<file path="config.mk">
export PLATFORM = sky130hd
export DESIGN_NAME = sorted_timer_queue
export DESIGN_NICKNAME = d
export VERILOG_FILES = /design/src/stq_pkg.sv /design/src/sorted_timer_queue.sv /design/src/stq_entry_ram.sv
export VERILOG_INCLUDE_DIRS = /design/src /design/src/src
export SDC_FILE = /design/constraint.sdc
export NUM_CORES = 2
export LEC_CHECK = 0
export BUFFER_PORTS_ARGS = -buffer_cell sky130_fd_sc_hd__buf_4
export CAP_MARGIN = 0
export CORE_MARGIN = 5
export CORE_UTILIZATION = 39
export CTS_BUF_LIST = sky130_fd_sc_hd__clkbuf_16
export DETAILED_ROUTE_END_ITERATION = 10
export GPL_TIMING_DRIVEN = 0
export REMOVE_ABC_BUFFERS = 1
export SETUP_SLACK_MARGIN = 0.2
export SLEW_MARGIN = 20
export SYNTH_ARGS = -nofsm -noshare
export SYNTH_HDL_FRONTEND = slang
export SYNTH_SLANG_ARGS = --single-unit
</file>
<file path="constraint.sdc">
create_clock -name i_clk -period 36.5 [get_ports i_clk]
set_clock_uncertainty 0.05 [all_clocks]
set_input_delay 5.475 -clock i_clk [delete_from_list [all_inputs] [get_ports i_clk]]
set_output_delay 5.475 -clock i_clk [all_outputs]
set_load 0.005 [all_outputs]
</file>
<file path="src/sorted_timer_queue_assert.svh">
// Assertion macros shared by the timer queue RTL
`ifndef SORTED_TIMER_QUEUE_ASSERT_SVH
`define SORTED_TIMER_QUEUE_ASSERT_SVH

// Same-cycle check: when a holds, c holds on that edge
`define STQ_ASSERT_NOW(label, clk, rstn, a, c) \
    label: assert property (@(posedge clk) disable iff (!rstn) (a) |-> (c)) \
        else $error("timer queue check failed");

// Next-cycle check: when a holds, c holds on the following edge
`define STQ_ASSERT_NEXT(label, clk, rstn, a, c) \
    label: assert property (@(posedge clk) disable iff (!rstn) (a) |=> (c)) \
        else $error("timer queue check failed");

`endif

</file>
<file path="src/stq_pkg.sv">
// Types and constants of the sorted timer queue
package stq_pkg;

    localparam int DL_W   = 40;
    localparam int ID_W   = 32;
    localparam int HDL_W  = 8;
    localparam int TOK_W  = 32;
    localparam int DLY_W  = 20;
    localparam int PROD_W = 30;

    localparam logic [9:0]      US_PER_MS = 10'd1000;
    localparam logic [DL_W-1:0] DL_MAX    = {DL_W{1'b1}};

    // request codes
    localparam logic [1:0] OP_ARM    = 2'd0;
    localparam logic [1:0] OP_CANCEL = 2'd1;
    localparam logic [1:0] OP_TICK   = 2'd2;

    // result kinds
    localparam logic [2:0] K_ARMED     = 3'd0;
    localparam logic [2:0] K_FIRED     = 3'd1;
    localparam logic [2:0] K_CANCELLED = 3'd2;
    localparam logic [2:0] K_NOTFOUND  = 3'd3;
    localparam logic [2:0] K_FULL      = 3'd4;
    localparam logic [2:0] K_DONE      = 3'd5;

    typedef struct packed {
        logic [DL_W-1:0]  deadline;
        logic [HDL_W-1:0] handler;
        logic [TOK_W-1:0] token;
        logic [ID_W-1:0]  id;
    } t_entry;

    typedef struct packed {
        logic [2:0]       kind;
        logic [ID_W-1:0]  id;
        logic [HDL_W-1:0] handler;
        logic [TOK_W-1:0] token;
        logic [DL_W-1:0]  ttn;
        logic             pending;
        logic             last;
    } t_result;

endpackage

</file>
<file path="src/sorted_timer_queue.sv">
// Sorted timer queue: arm searches from the last entry down, cancel searches
// by id and closes the gap, tick fires due timers from the head and closes with a done result;
// each table step is a read then a write of the entry memory; an output stall holds the sequence.
// Results leave through an output register; the next request is taken once
// the last result is loaded. Synchronous active-low reset empties the table
// and sets the next id to 1; memory contents are not cleared.
module sorted_timer_queue
    import stq_pkg::*;
#(
    parameter int TIMER_SLOTS = 16
) (
    input  logic                i_clk,
    input  logic                i_rst_n,
    input  logic                i_in_valid,
    output logic                o_in_stall,
    input  logic [1:0]          i_op,
    input  logic [DL_W-1:0]     i_current_time,
    input  logic [DLY_W-1:0]    i_delay_ms,
    input  logic [HDL_W-1:0]    i_handler,
    input  logic [TOK_W-1:0]    i_token,
    input  logic [ID_W-1:0]     i_timer_id,
    output logic                o_out_valid,
    input  logic                i_out_stall,
    output logic [2:0]          o_kind,
    output logic [ID_W-1:0]     o_result_id,
    output logic [HDL_W-1:0]    o_fired_handler,
    output logic [TOK_W-1:0]    o_fired_token,
    output logic [DL_W-1:0]     o_time_to_next,
    output logic                o_pending,
    output logic                o_last
);

`include "sorted_timer_queue_assert.svh"

    localparam int AW = $clog2(TIMER_SLOTS);
    localparam int CW = $clog2(TIMER_SLOTS + 1);

    typedef enum logic [11:0] {
        S_IDLE     = 12'b000000000001,
        S_ARM_CALC = 12'b000000000010,
        S_ARM_RD   = 12'b000000000100,
        S_ARM_CMP  = 12'b000000001000,
        S_ARM_PUT  = 12'b000000010000,
        S_CAN_RD   = 12'b000000100000,
        S_CAN_CMP  = 12'b000001000000,
        S_SH_RD    = 12'b000010000000,
        S_SH_WR    = 12'b000100000000,
        S_TK_RD    = 12'b001000000000,
        S_TK_CMP   = 12'b010000000000,
        S_EMIT     = 12'b100000000000
    } t_state;

    // control state
    t_state        r_state, n_state;
    t_state        r_after, n_after;
    logic [CW-1:0] r_count, n_count;
    logic [CW-1:0] r_idx, n_idx;
    logic [ID_W-1:0] r_next_id, n_next_id;
    logic          r_sh_cancel, n_sh_cancel;
    logic          r_ov;

    // request and work registers
    logic [DL_W-1:0]   r_now;
    logic [PROD_W-1:0] r_prod;
    logic [DL_W-1:0]   r_dl, n_dl;
    logic [HDL_W-1:0]  r_hdl;
    logic [TOK_W-1:0]  r_tok;
    logic [ID_W-1:0]   r_tid;
    logic [CW-1:0]     r_pos, n_pos;
    t_result           r_res, n_res;
    t_result           r_out;

    // memory port
    logic          wr_en, rd_en;
    logic [AW-1:0] wr_addr, rd_addr;
    t_entry        wr_data, rd_data;

    logic          in_acc, out_free;
    logic [CW-1:0] idx_inc;
    logic [DL_W:0] dl_sum;

    stq_entry_ram #(.DEPTH(TIMER_SLOTS), .AW(AW)) u_ram (
        .i_clk     (i_clk),
        .i_wr_en   (wr_en),
        .i_wr_addr (wr_addr),
        .i_wr_data (wr_data),
        .i_rd_en   (rd_en),
        .i_rd_addr (rd_addr),
        .o_rd_data (rd_data)
    );

    assign o_in_stall = (r_state != S_IDLE);
    assign in_acc     = i_in_valid && !o_in_stall;
    assign out_free   = !r_ov || !i_out_stall;
    assign idx_inc    = r_idx + CW'(1);
    assign dl_sum     = {1'b0, r_now} + {{(DL_W + 1 - PROD_W){1'b0}}, r_prod};

    // sequencer
    always_comb begin
        n_state     = r_state;
        n_after     = r_after;
        n_count     = r_count;
        n_idx       = r_idx;
        n_next_id   = r_next_id;
        n_sh_cancel = r_sh_cancel;
        n_dl        = r_dl;
        n_pos       = r_pos;
        n_res       = r_res;
        wr_en       = 1'b0;
        wr_addr     = r_idx[AW-1:0];
        wr_data     = rd_data;
        rd_en       = 1'b0;
        rd_addr     = r_idx[AW-1:0];
        unique case (r_state)
            S_IDLE: begin
                if (in_acc) begin
                    n_idx = '0;
                    unique case (i_op)
                        OP_ARM:    n_state = S_ARM_CALC;
                        OP_CANCEL: n_state = S_CAN_RD;
                        OP_TICK:   n_state = S_TK_RD;
                        default:   n_state = S_IDLE;
                    endcase
                end
            end
            S_ARM_CALC: begin
                n_res = '0;
                n_res.last = 1'b1;
                n_dl  = dl_sum[DL_W] ? DL_MAX : dl_sum[DL_W-1:0];
                if (r_count == CW'(TIMER_SLOTS)) begin
                    n_res.kind = K_FULL;
                    n_after    = S_IDLE;
                    n_state    = S_EMIT;
                end else if (r_count == '0) begin
                    n_pos   = '0;
                    n_state = S_ARM_PUT;
                end else begin
                    n_idx   = r_count - CW'(1);
                    n_state = S_ARM_RD;
                end
            end
            S_ARM_RD: begin
                rd_en   = 1'b1;
                n_state = S_ARM_CMP;
            end
            // later deadlines move up one slot; stop at an equal or earlier one
            S_ARM_CMP: begin
                if (rd_data.deadline > r_dl) begin
                    wr_en   = 1'b1;
                    wr_addr = idx_inc[AW-1:0];
                    if (r_idx == '0) begin
                        n_pos   = '0;
                        n_state = S_ARM_PUT;
                    end else begin
                        n_idx   = r_idx - CW'(1);
                        n_state = S_ARM_RD;
                    end
                end else begin
                    n_pos   = idx_inc;
                    n_state = S_ARM_PUT;
                end
            end
            S_ARM_PUT: begin
                wr_en            = 1'b1;
                wr_addr          = r_pos[AW-1:0];
                wr_data.deadline = r_dl;
                wr_data.handler  = r_hdl;
                wr_data.token    = r_tok;
                wr_data.id       = r_next_id;
                n_count          = r_count + CW'(1);
                n_next_id        = r_next_id + ID_W'(1);
                n_res            = '0;
                n_res.kind       = K_ARMED;
                n_res.id         = r_next_id;
                n_res.last       = 1'b1;
                n_after          = S_IDLE;
                n_state          = S_EMIT;
            end
            S_CAN_RD: begin
                if (r_idx == r_count) begin
                    n_res      = '0;
                    n_res.kind = K_NOTFOUND;
                    n_res.id   = r_tid;
                    n_res.last = 1'b1;
                    n_after    = S_IDLE;
                    n_state    = S_EMIT;
                end else begin
                    rd_en   = 1'b1;
                    n_state = S_CAN_CMP;
                end
            end
            S_CAN_CMP: begin
                if (rd_data.id == r_tid) begin
                    n_sh_cancel = 1'b1;
                    n_state     = S_SH_RD;
                end else begin
                    n_idx   = idx_inc;
                    n_state = S_CAN_RD;
                end
            end
            // close the gap at r_idx, one entry per read/write pair
            S_SH_RD: begin
                if (idx_inc < r_count) begin
                    rd_en   = 1'b1;
                    rd_addr = idx_inc[AW-1:0];
                    n_state = S_SH_WR;
                end else begin
                    n_count = r_count - CW'(1);
                    if (r_sh_cancel) begin
                        n_res      = '0;
                        n_res.kind = K_CANCELLED;
                        n_res.id   = r_tid;
                        n_res.last = 1'b1;
                        n_after    = S_IDLE;
                        n_state    = S_EMIT;
                    end else begin
                        n_state = S_TK_RD;
                    end
                end
            end
            S_SH_WR: begin
                wr_en   = 1'b1;
                n_idx   = idx_inc;
                n_state = S_SH_RD;
            end
            S_TK_RD: begin
                n_idx = '0;
                if (r_count == '0) begin
                    n_res      = '0;
                    n_res.kind = K_DONE;
                    n_res.last = 1'b1;
                    n_after    = S_IDLE;
                    n_state    = S_EMIT;
                end else begin
                    rd_en   = 1'b1;
                    rd_addr = '0;
                    n_state = S_TK_CMP;
                end
            end
            S_TK_CMP: begin
                n_res = '0;
                if (rd_data.deadline <= r_now) begin
                    n_res.kind    = K_FIRED;
                    n_res.id      = rd_data.id;
                    n_res.handler = rd_data.handler;
                    n_res.token   = rd_data.token;
                    n_sh_cancel   = 1'b0;
                    n_after       = S_SH_RD;
                end else begin
                    n_res.kind    = K_DONE;
                    n_res.ttn     = rd_data.deadline - r_now;
                    n_res.pending = 1'b1;
                    n_res.last    = 1'b1;
                    n_after       = S_IDLE;
                end
                n_state = S_EMIT;
            end
            S_EMIT: begin
                if (out_free) begin
                    n_state = r_after;
                end
            end
            default: n_state = S_IDLE;
        endcase
    end

    // control registers
    always_ff @(posedge i_clk) begin
        if (!i_rst_n) begin
            r_state     <= S_IDLE;
            r_after     <= S_IDLE;
            r_count     <= '0;
            r_idx       <= '0;
            r_next_id   <= ID_W'(1);
            r_sh_cancel <= 1'b0;
            r_ov        <= 1'b0;
        end else begin
            r_state     <= n_state;
            r_after     <= n_after;
            r_count     <= n_count;
            r_idx       <= n_idx;
            r_next_id   <= n_next_id;
            r_sh_cancel <= n_sh_cancel;
            if (r_state == S_EMIT && out_free) begin
                r_ov <= 1'b1;
            end else if (!i_out_stall) begin
                r_ov <= 1'b0;
            end
        end
    end

    // payload registers
    always_ff @(posedge i_clk) begin
        if (in_acc) begin
            r_now  <= i_current_time;
            r_prod <= i_delay_ms * US_PER_MS;
            r_hdl  <= i_handler;
            r_tok  <= i_token;
            r_tid  <= i_timer_id;
        end
        r_dl  <= n_dl;
        r_pos <= n_pos;
        r_res <= n_res;
        if (r_state == S_EMIT && out_free) begin
            r_out <= r_res;
        end
    end

    assign o_out_valid     = r_ov;
    assign o_kind          = r_out.kind;
    assign o_result_id     = r_out.id;
    assign o_fired_handler = r_out.handler;
    assign o_fired_token   = r_out.token;
    assign o_time_to_next  = r_out.ttn;
    assign o_pending       = r_out.pending;
    assign o_last          = r_out.last;

    `STQ_ASSERT_NOW(a_count_max, i_clk, i_rst_n, 1'b1, r_count <= CW'(TIMER_SLOTS))
    `STQ_ASSERT_NOW(a_wr_in_table, i_clk, i_rst_n, wr_en, {1'b0, wr_addr} < (AW + 1)'(TIMER_SLOTS))
    `STQ_ASSERT_NEXT(a_out_hold, i_clk, i_rst_n, o_out_valid && i_out_stall, o_out_valid && o_kind == $past(o_kind))
    `STQ_ASSERT_NEXT(a_arm_grows, i_clk, i_rst_n, r_state == S_ARM_PUT, r_count == $past(r_count) + CW'(1))

endmodule

</file>
<file path="src/stq_entry_ram.sv">
// Timer entry memory: one write port, one registered read port
module stq_entry_ram
    import stq_pkg::*;
#(
    parameter int DEPTH = 16,
    parameter int AW    = 4
) (
    input  logic          i_clk,
    input  logic          i_wr_en,
    input  logic [AW-1:0] i_wr_addr,
    input  t_entry        i_wr_data,
    input  logic          i_rd_en,
    input  logic [AW-1:0] i_rd_addr,
    output t_entry        o_rd_data
);

    t_entry r_mem [DEPTH];
    t_entry r_rd_data;

    always_ff @(posedge i_clk) begin
        if (i_wr_en) begin
            r_mem[i_wr_addr] <= i_wr_data;
        end
    end

    always_ff @(posedge i_clk) begin
        if (i_rd_en) begin
            r_rd_data <= r_mem[i_rd_addr];
        end
    end

    assign o_rd_data = r_rd_data;

endmodule

</file>
Yosys cells after proc, flatten, opt, wreduce, memory -nomap -nowiden:

Memories as Yosys holds them, arrays and structs flattened. A register that Yosys moved wholly into a read port is not among the register bits.
Index checks and enable logic that the tools add are counted.

* add/sub/neg operators: 7
* $mul: 1
* magnitude comparators: 3
* eq/ne operators: 35
* muxes and demuxes: 62
* reductions and logical operators: 23

Operators by type and width (count)
* case mux 117 bit (6 select lines): 1
* two-way mux 117 bit: 4
* two-way mux 12 bit: 13
* case mux 12 bit (11 select lines): 1
* two-way mux 112 bit: 1
* two-way mux 72 bit: 1
* case mux 12 bit (6 select lines): 1
* two-way mux 5 bit: 9
* two-way mux 42 bit: 1
* adder 40 x 30 -> 41 bit: 1
* > comparator 40 bit: 1
* <= comparator 40 bit: 1
* subtractor 40 bit: 1
* adder 32 x 1 -> 32 bit, second input constant: 1
* equality test 32 bit: 1
* inequality test 2 bit, second input constant: 15
* case mux 10 bit (3 select lines): 1
* case mux 5 bit (6 select lines): 1
* two-way mux 4 bit: 7
* multiplier 20 x 7 -> 27 bit, second input constant: 1
* case mux 4 bit (2 select lines): 3
* two-way mux 8 bit: 2
* equality test 12 x 1 -> 1 bit, second input constant: 1
* equality test 12 x 10 -> 1 bit, second input constant: 1
* 39 further kinds: 61

* flip-flop bits (word level): 485
* RAM bits: 1792
* input port bits: 138
* memories kept: 1

Memories
* u_ram.r_mem: words 16, width 112, rd ports 1, clocked after memory_dff 1, write ports 1, line stq_entry_ram.sv:17 `t_entry r_mem [DEPTH];`

Logic depth before layout (Yosys ltp):

* word-level depth: 5
* mapped depth: 17

Cells and area by module:

From an unflattened synthesis, not the netlist that was laid out.

* cells, all modules: 5353
* area, all modules: 97090.6 um^2

Modules (own cells, without submodules)
* stq_entry_ram: times used 1, cells an instance 2864, area each 70291.2 um^2
* sorted_timer_queue: times used 1, cells an instance 2489, area each 26799.5 um^2

Worst setup path after synthesis:

OpenSTA, ideal clock, no wires.

* kind: register to register
* start: reg u_ram.o_rd_data[95] (netlist name)
* end: mem u_ram.r_mem[11][0] in the netlist's numbering (enable)
* library setup time: 0.896 ns
* arrival time: 13.956 ns
* data required time: 35.554 ns
* slack: 21.597 ns
* stages on the path, launching flop included: 11
* buffers on the path: 0
* clock period less this slack: 14.903 ns
* cell sequence: edfxtp_1 -> ha_1 -> and4_1 -> nand4_1 -> or4_1 -> nand4_1 -> o21ai_1 -> a21oi_2 -> a221oi_2 -> o21bai_1 -> nor4b_1

* word-level cells in the longest chain between the ends: 5
* elaborated cells on any way between the ends: 7

Ends and longest elaborated chain
* > comparator 40 bit (*): line sorted_timer_queue.sv:148 `if (rd_data.deadline > r_dl) begin`
* two-way mux 1 bit: line sorted_timer_queue.sv:148
* case mux 1 bit (2 select lines): line sorted_timer_queue.sv:114 `unique case (r_state)`
* two-way mux 1 bit: line stq_entry_ram.sv:21 `if (i_wr_en) begin`
* two-way mux 1 bit (implied by the code): line stq_entry_ram.sv:22 `r_mem[i_wr_addr] <= i_wr_data;`
* end, declared: line stq_entry_ram.sv:17

Mark *: on every way between the ends. The rest lies on a longest branch, timed or not.

Worst setup path in the final report:

* start: in i_delay_ms[8]
* end: reg r_prod[29], data pin

* word-level cells in the longest chain between the ends: 1

Ends and longest elaborated chain
* start, declared: line sorted_timer_queue.sv:18 `input logic [DLY_W-1:0] i_delay_ms,`
* multiplier 20 x 7 -> 27 bit: line sorted_timer_queue.sv:296 `r_prod <= i_delay_ms * US_PER_MS;`
* end signal, assigned: line sorted_timer_queue.sv:296
* end, declared: line sorted_timer_queue.sv:64 `logic [PROD_W-1:0] r_prod;`

Every way passes these cells.
A chain may end at the register's enable or synchronous reset.

==> flow_summary_export.csv <==
group,metric,value,unit
status,status,"finished clean",
finish,mostFrequentLayoutCell,"edfxtp_1",
synth,syn_inst,7286,
synth,synth_area_leaders,"edfxtp_1 69%, nand2_1 4.3%, a211oi_1 3.4%",
sta,period_needed,9.45,ns
clock_tree,post_cts_buffers,0,
synth,synth-xor-area-share,1.26,%
finish,drive_above_1_share,15.7,%
global_route,grt.total_usage,19.8,%
pwr,total_power,7.11,mW
sta,fmaxAchievable,106,MHz
synth,synth_top_family_by_area,"simple AND/OR/NAND/NOR gates",
critical_path,worstPathMaxFanout,6,
critical_path,critPathLaunchType,"input port",
finish,final_nets,8314,
sta,fin_setup_tns,0,ns
synth,synth-seq-cells,2379,
drt,viasPerCell,5.53,
drt,drt_iter0_markers,6320,
finish,area_delta_synth_final,19.8,%
sta,worst_slack,27.05,ns
critical_path,required,37.11,ns
place,port_buffers,256,
die,start_util,39.1,%
finish,final_cell_area,0.122,mm^2
synth,ys.flop_type,"edfxtp_1",
clock_tree,clkTransAtPathRegs,0.06,ns
place,place_area,0.113,mm^2
pwr,power_density,58.5,mW/mm^2
sta,final_max_slew_viol_count,0,
clock_tree,htreeDepth,5,
sta,rsz0062_at_grt,"no",
synth,syn_avg_cell_area,13.9,um^2
drt,antenna_left,0,
synth,synth_edf_count,2321,
critical_path,crit_family,"adder cells",
die,coreArea,0.259,mm^2
global_route,grt_pass1_wl,410000,um
sta,setup_viol,0,
clock_tree,cts_resized,0,
drt,wirelength,277000,um
die,die_y,520,um
critical_path,path_cells,"buf_4 > inv_1 > fa_1 > fa_1 > fa_1 > fa_1 > inv_1 > ha_1 > or2_2 > a2111oi_0 > a211oi_1 > o21ai_0 > a21oi_1 > o41a_1 > xnor2_1",
clock_tree,cts_made_buffers,277,
min_path,hold_path_class,"reg2reg",
critical_path,cp_slowest_cell,"fa_1",
synth,yosys.area_share.simple,9.92,%
clock_tree,clkSinkCount,2379,
critical_path,critPathBufInv,3,
finish,finalNonFillerCells,11500,
drt,wl_per_cell,24.0,um
drt,drc,0,
place,place_congestion,0.863,
critical_path,cpPeakStageDelay,0.56,ns
synth,ys_warn_count,0,
synth,async_flop_share,0,%
global_route,grt_max_degree,70,
clock_tree,cts_max_path_buffers,4,
synth,yosysTopAreaCell,"edfxtp_1",
synth,ys_seq_area_share,69.8,%
synth,synthMuxAreaShare,3.34,%
synth,ys_types,91,
global_route,grt_antenna_before_repair,9,
sta,timing.final.crit_share,25.9,%
critical_path,worst_path_most_repeated_cell,"fa_1",
synth,syn-cell-area,0.101,mm^2
clock_tree,clk_latency,0.91,ns
synth,synth_fa_ha_area_share,3.63,%
clock_tree,cts_tree,"done",
die,die_x,520,um
finish,final_cell_mix,"2321 x edfxtp_1, 1166 x nand2_1, 476 x buf_4",
place,dpl.cell_count,11000,
drt,vias,63700,
place,place_ws,26.12,ns
synth,netlist.area_leader.share,68.7,%
critical_path,crit_path_end_kind,"register",
sta,max-slew-margin-rel,26.7,%
die,ios,257,
global_route,overflow,0,
sta,worst_slew_pin_slew,1.09,ns
pwr,leakage,45.2,nW
critical_path,path_class,"in2reg",
pwr,vdd.ir_drop.worst,0.0437,mV
die,rows,187,
clock_tree,hold_buffers,0,
clock_tree,cts-root-buf,"clkbuf_16",
critical_path,cp.arrival,10.07,ns
global_route,grt_pass1_vias,62900,
flow_run,drv_cap,0,
drt,first_pass_iters,8,
place,hpwl,188000,um
synth,synth_compound_area_share,9.25,%
sta,final_hold_viol_count,0,
die,dieArea,0.270,mm^2
==> cells by family after synthesis <==
family          Yosys count
simple gates           2116
flops                  2379
mux                     338
xor+xnor                146
buf+inv                 688
fa+ha+maj               251
compound gates         1368
==> power by group <==
group	leakage, nW	total [mW]	internal [mW]	switching [mW]
combinational	19.1	1.32	0.556	0.761
clock	4.46	2.68	1.60	1.08
sequential	21.7	3.11	3.08	0.0337
==> final cells by class <==
class / instances / area, um^2
fillers: 22300 / 138000
flip-flops and latches: 2379 / 70900
multi-input cells: 4219 / 28000
repair buffers: 817 / 8800
clock buffers: 284 / 7110
well taps: 3402 / 4260
clock inverters: 183 / 1610
inverters: 231 / 867
diodes: 3 / 7.51
==> sequential cells by signal, indices dropped and copies added (netlist names), 2 cells and up <==
register         cells
r_state             12
u_ram.r_mem       1792
o_time_to_next      40
o_fired_handler      8
r_now               40
r_next_id           32
o_kind               3
o_result_id         32
r_pos                4
u_ram.o_rd_data    112
r_dl                40
r_idx                5
r_hdl                8
r_count              5
o_fired_token       32
r_prod              27
r_tid               32
r_res              117
r_tok               32
r_after              2
==> worst register-to-register path: cells and delay by family (launching register included) <==
| kind | cells | cell delay (ns) |
|---|---|---|
| and+or+nand+nor | 7 | 3.03 |
| DFF | 1 | 0.57 |
| AOI/OAI and AO/OA | 2 | 0.53 |
| buffers and inverters | 8 | 1.66 |
| adders and majority gates | 1 | 0.38 |
==> synthesized netlist by cell type, drive strengths merged (44+ instances only) <==
library cell and number:
a31oi 460, fa 72, nand3 44, a21o 78, clkbuf 265, xnor2 110, a21oi 94, ha 179
inv 231, and2 110, nand2 1170, edfxtp 2321, nor2 132, o21ai 120, mux2i 336, buf 192
a211oi 464, and3 471, dfxtp 58
==> stage by stage <==
| step | utilization (%) | hold slack (ns) |
|---|---|---|
| floorplan | - | 0.350 |
| global placement | 40.8 | 0.354 |
| finish | 46.9 | 0.367 |
| detailed placement | 43.5 | 0.355 |
| CTS | 46.9 | 0.368 |
| global route | 46.9 | 0.371 |
==> per-layer routing <==
metal / global-route usage, % / up-vias / wire [um]
li1: - / 28900 / -
met1: 28.6 / 32100 / 123000
met2: 31.2 / 2337 / 128000
met3: 3.52 / 373 / 19800
met4: 5.08 / 0 / 6220
met5: 0 / - / 0
==> worst paths after layout <==
| kind | from | end | slack, ns | cells after the start |
|---|---|---|---|---|
| worst max-delay path | i_delay_ms[8] | r_prod[29] | 27.05 | 15 |
| worst min-delay path | r_res[44] | o_fired_token[2] | 0.37 | 0 |
| worst max register to register | u_ram.o_rd_data[94] | u_ram.r_mem[0][38] | 29.99 | 18 |
| worst min register to register | r_res[44] | o_fired_token[2] | 0.37 | 0 |
(Power assumes the default switching activity.)
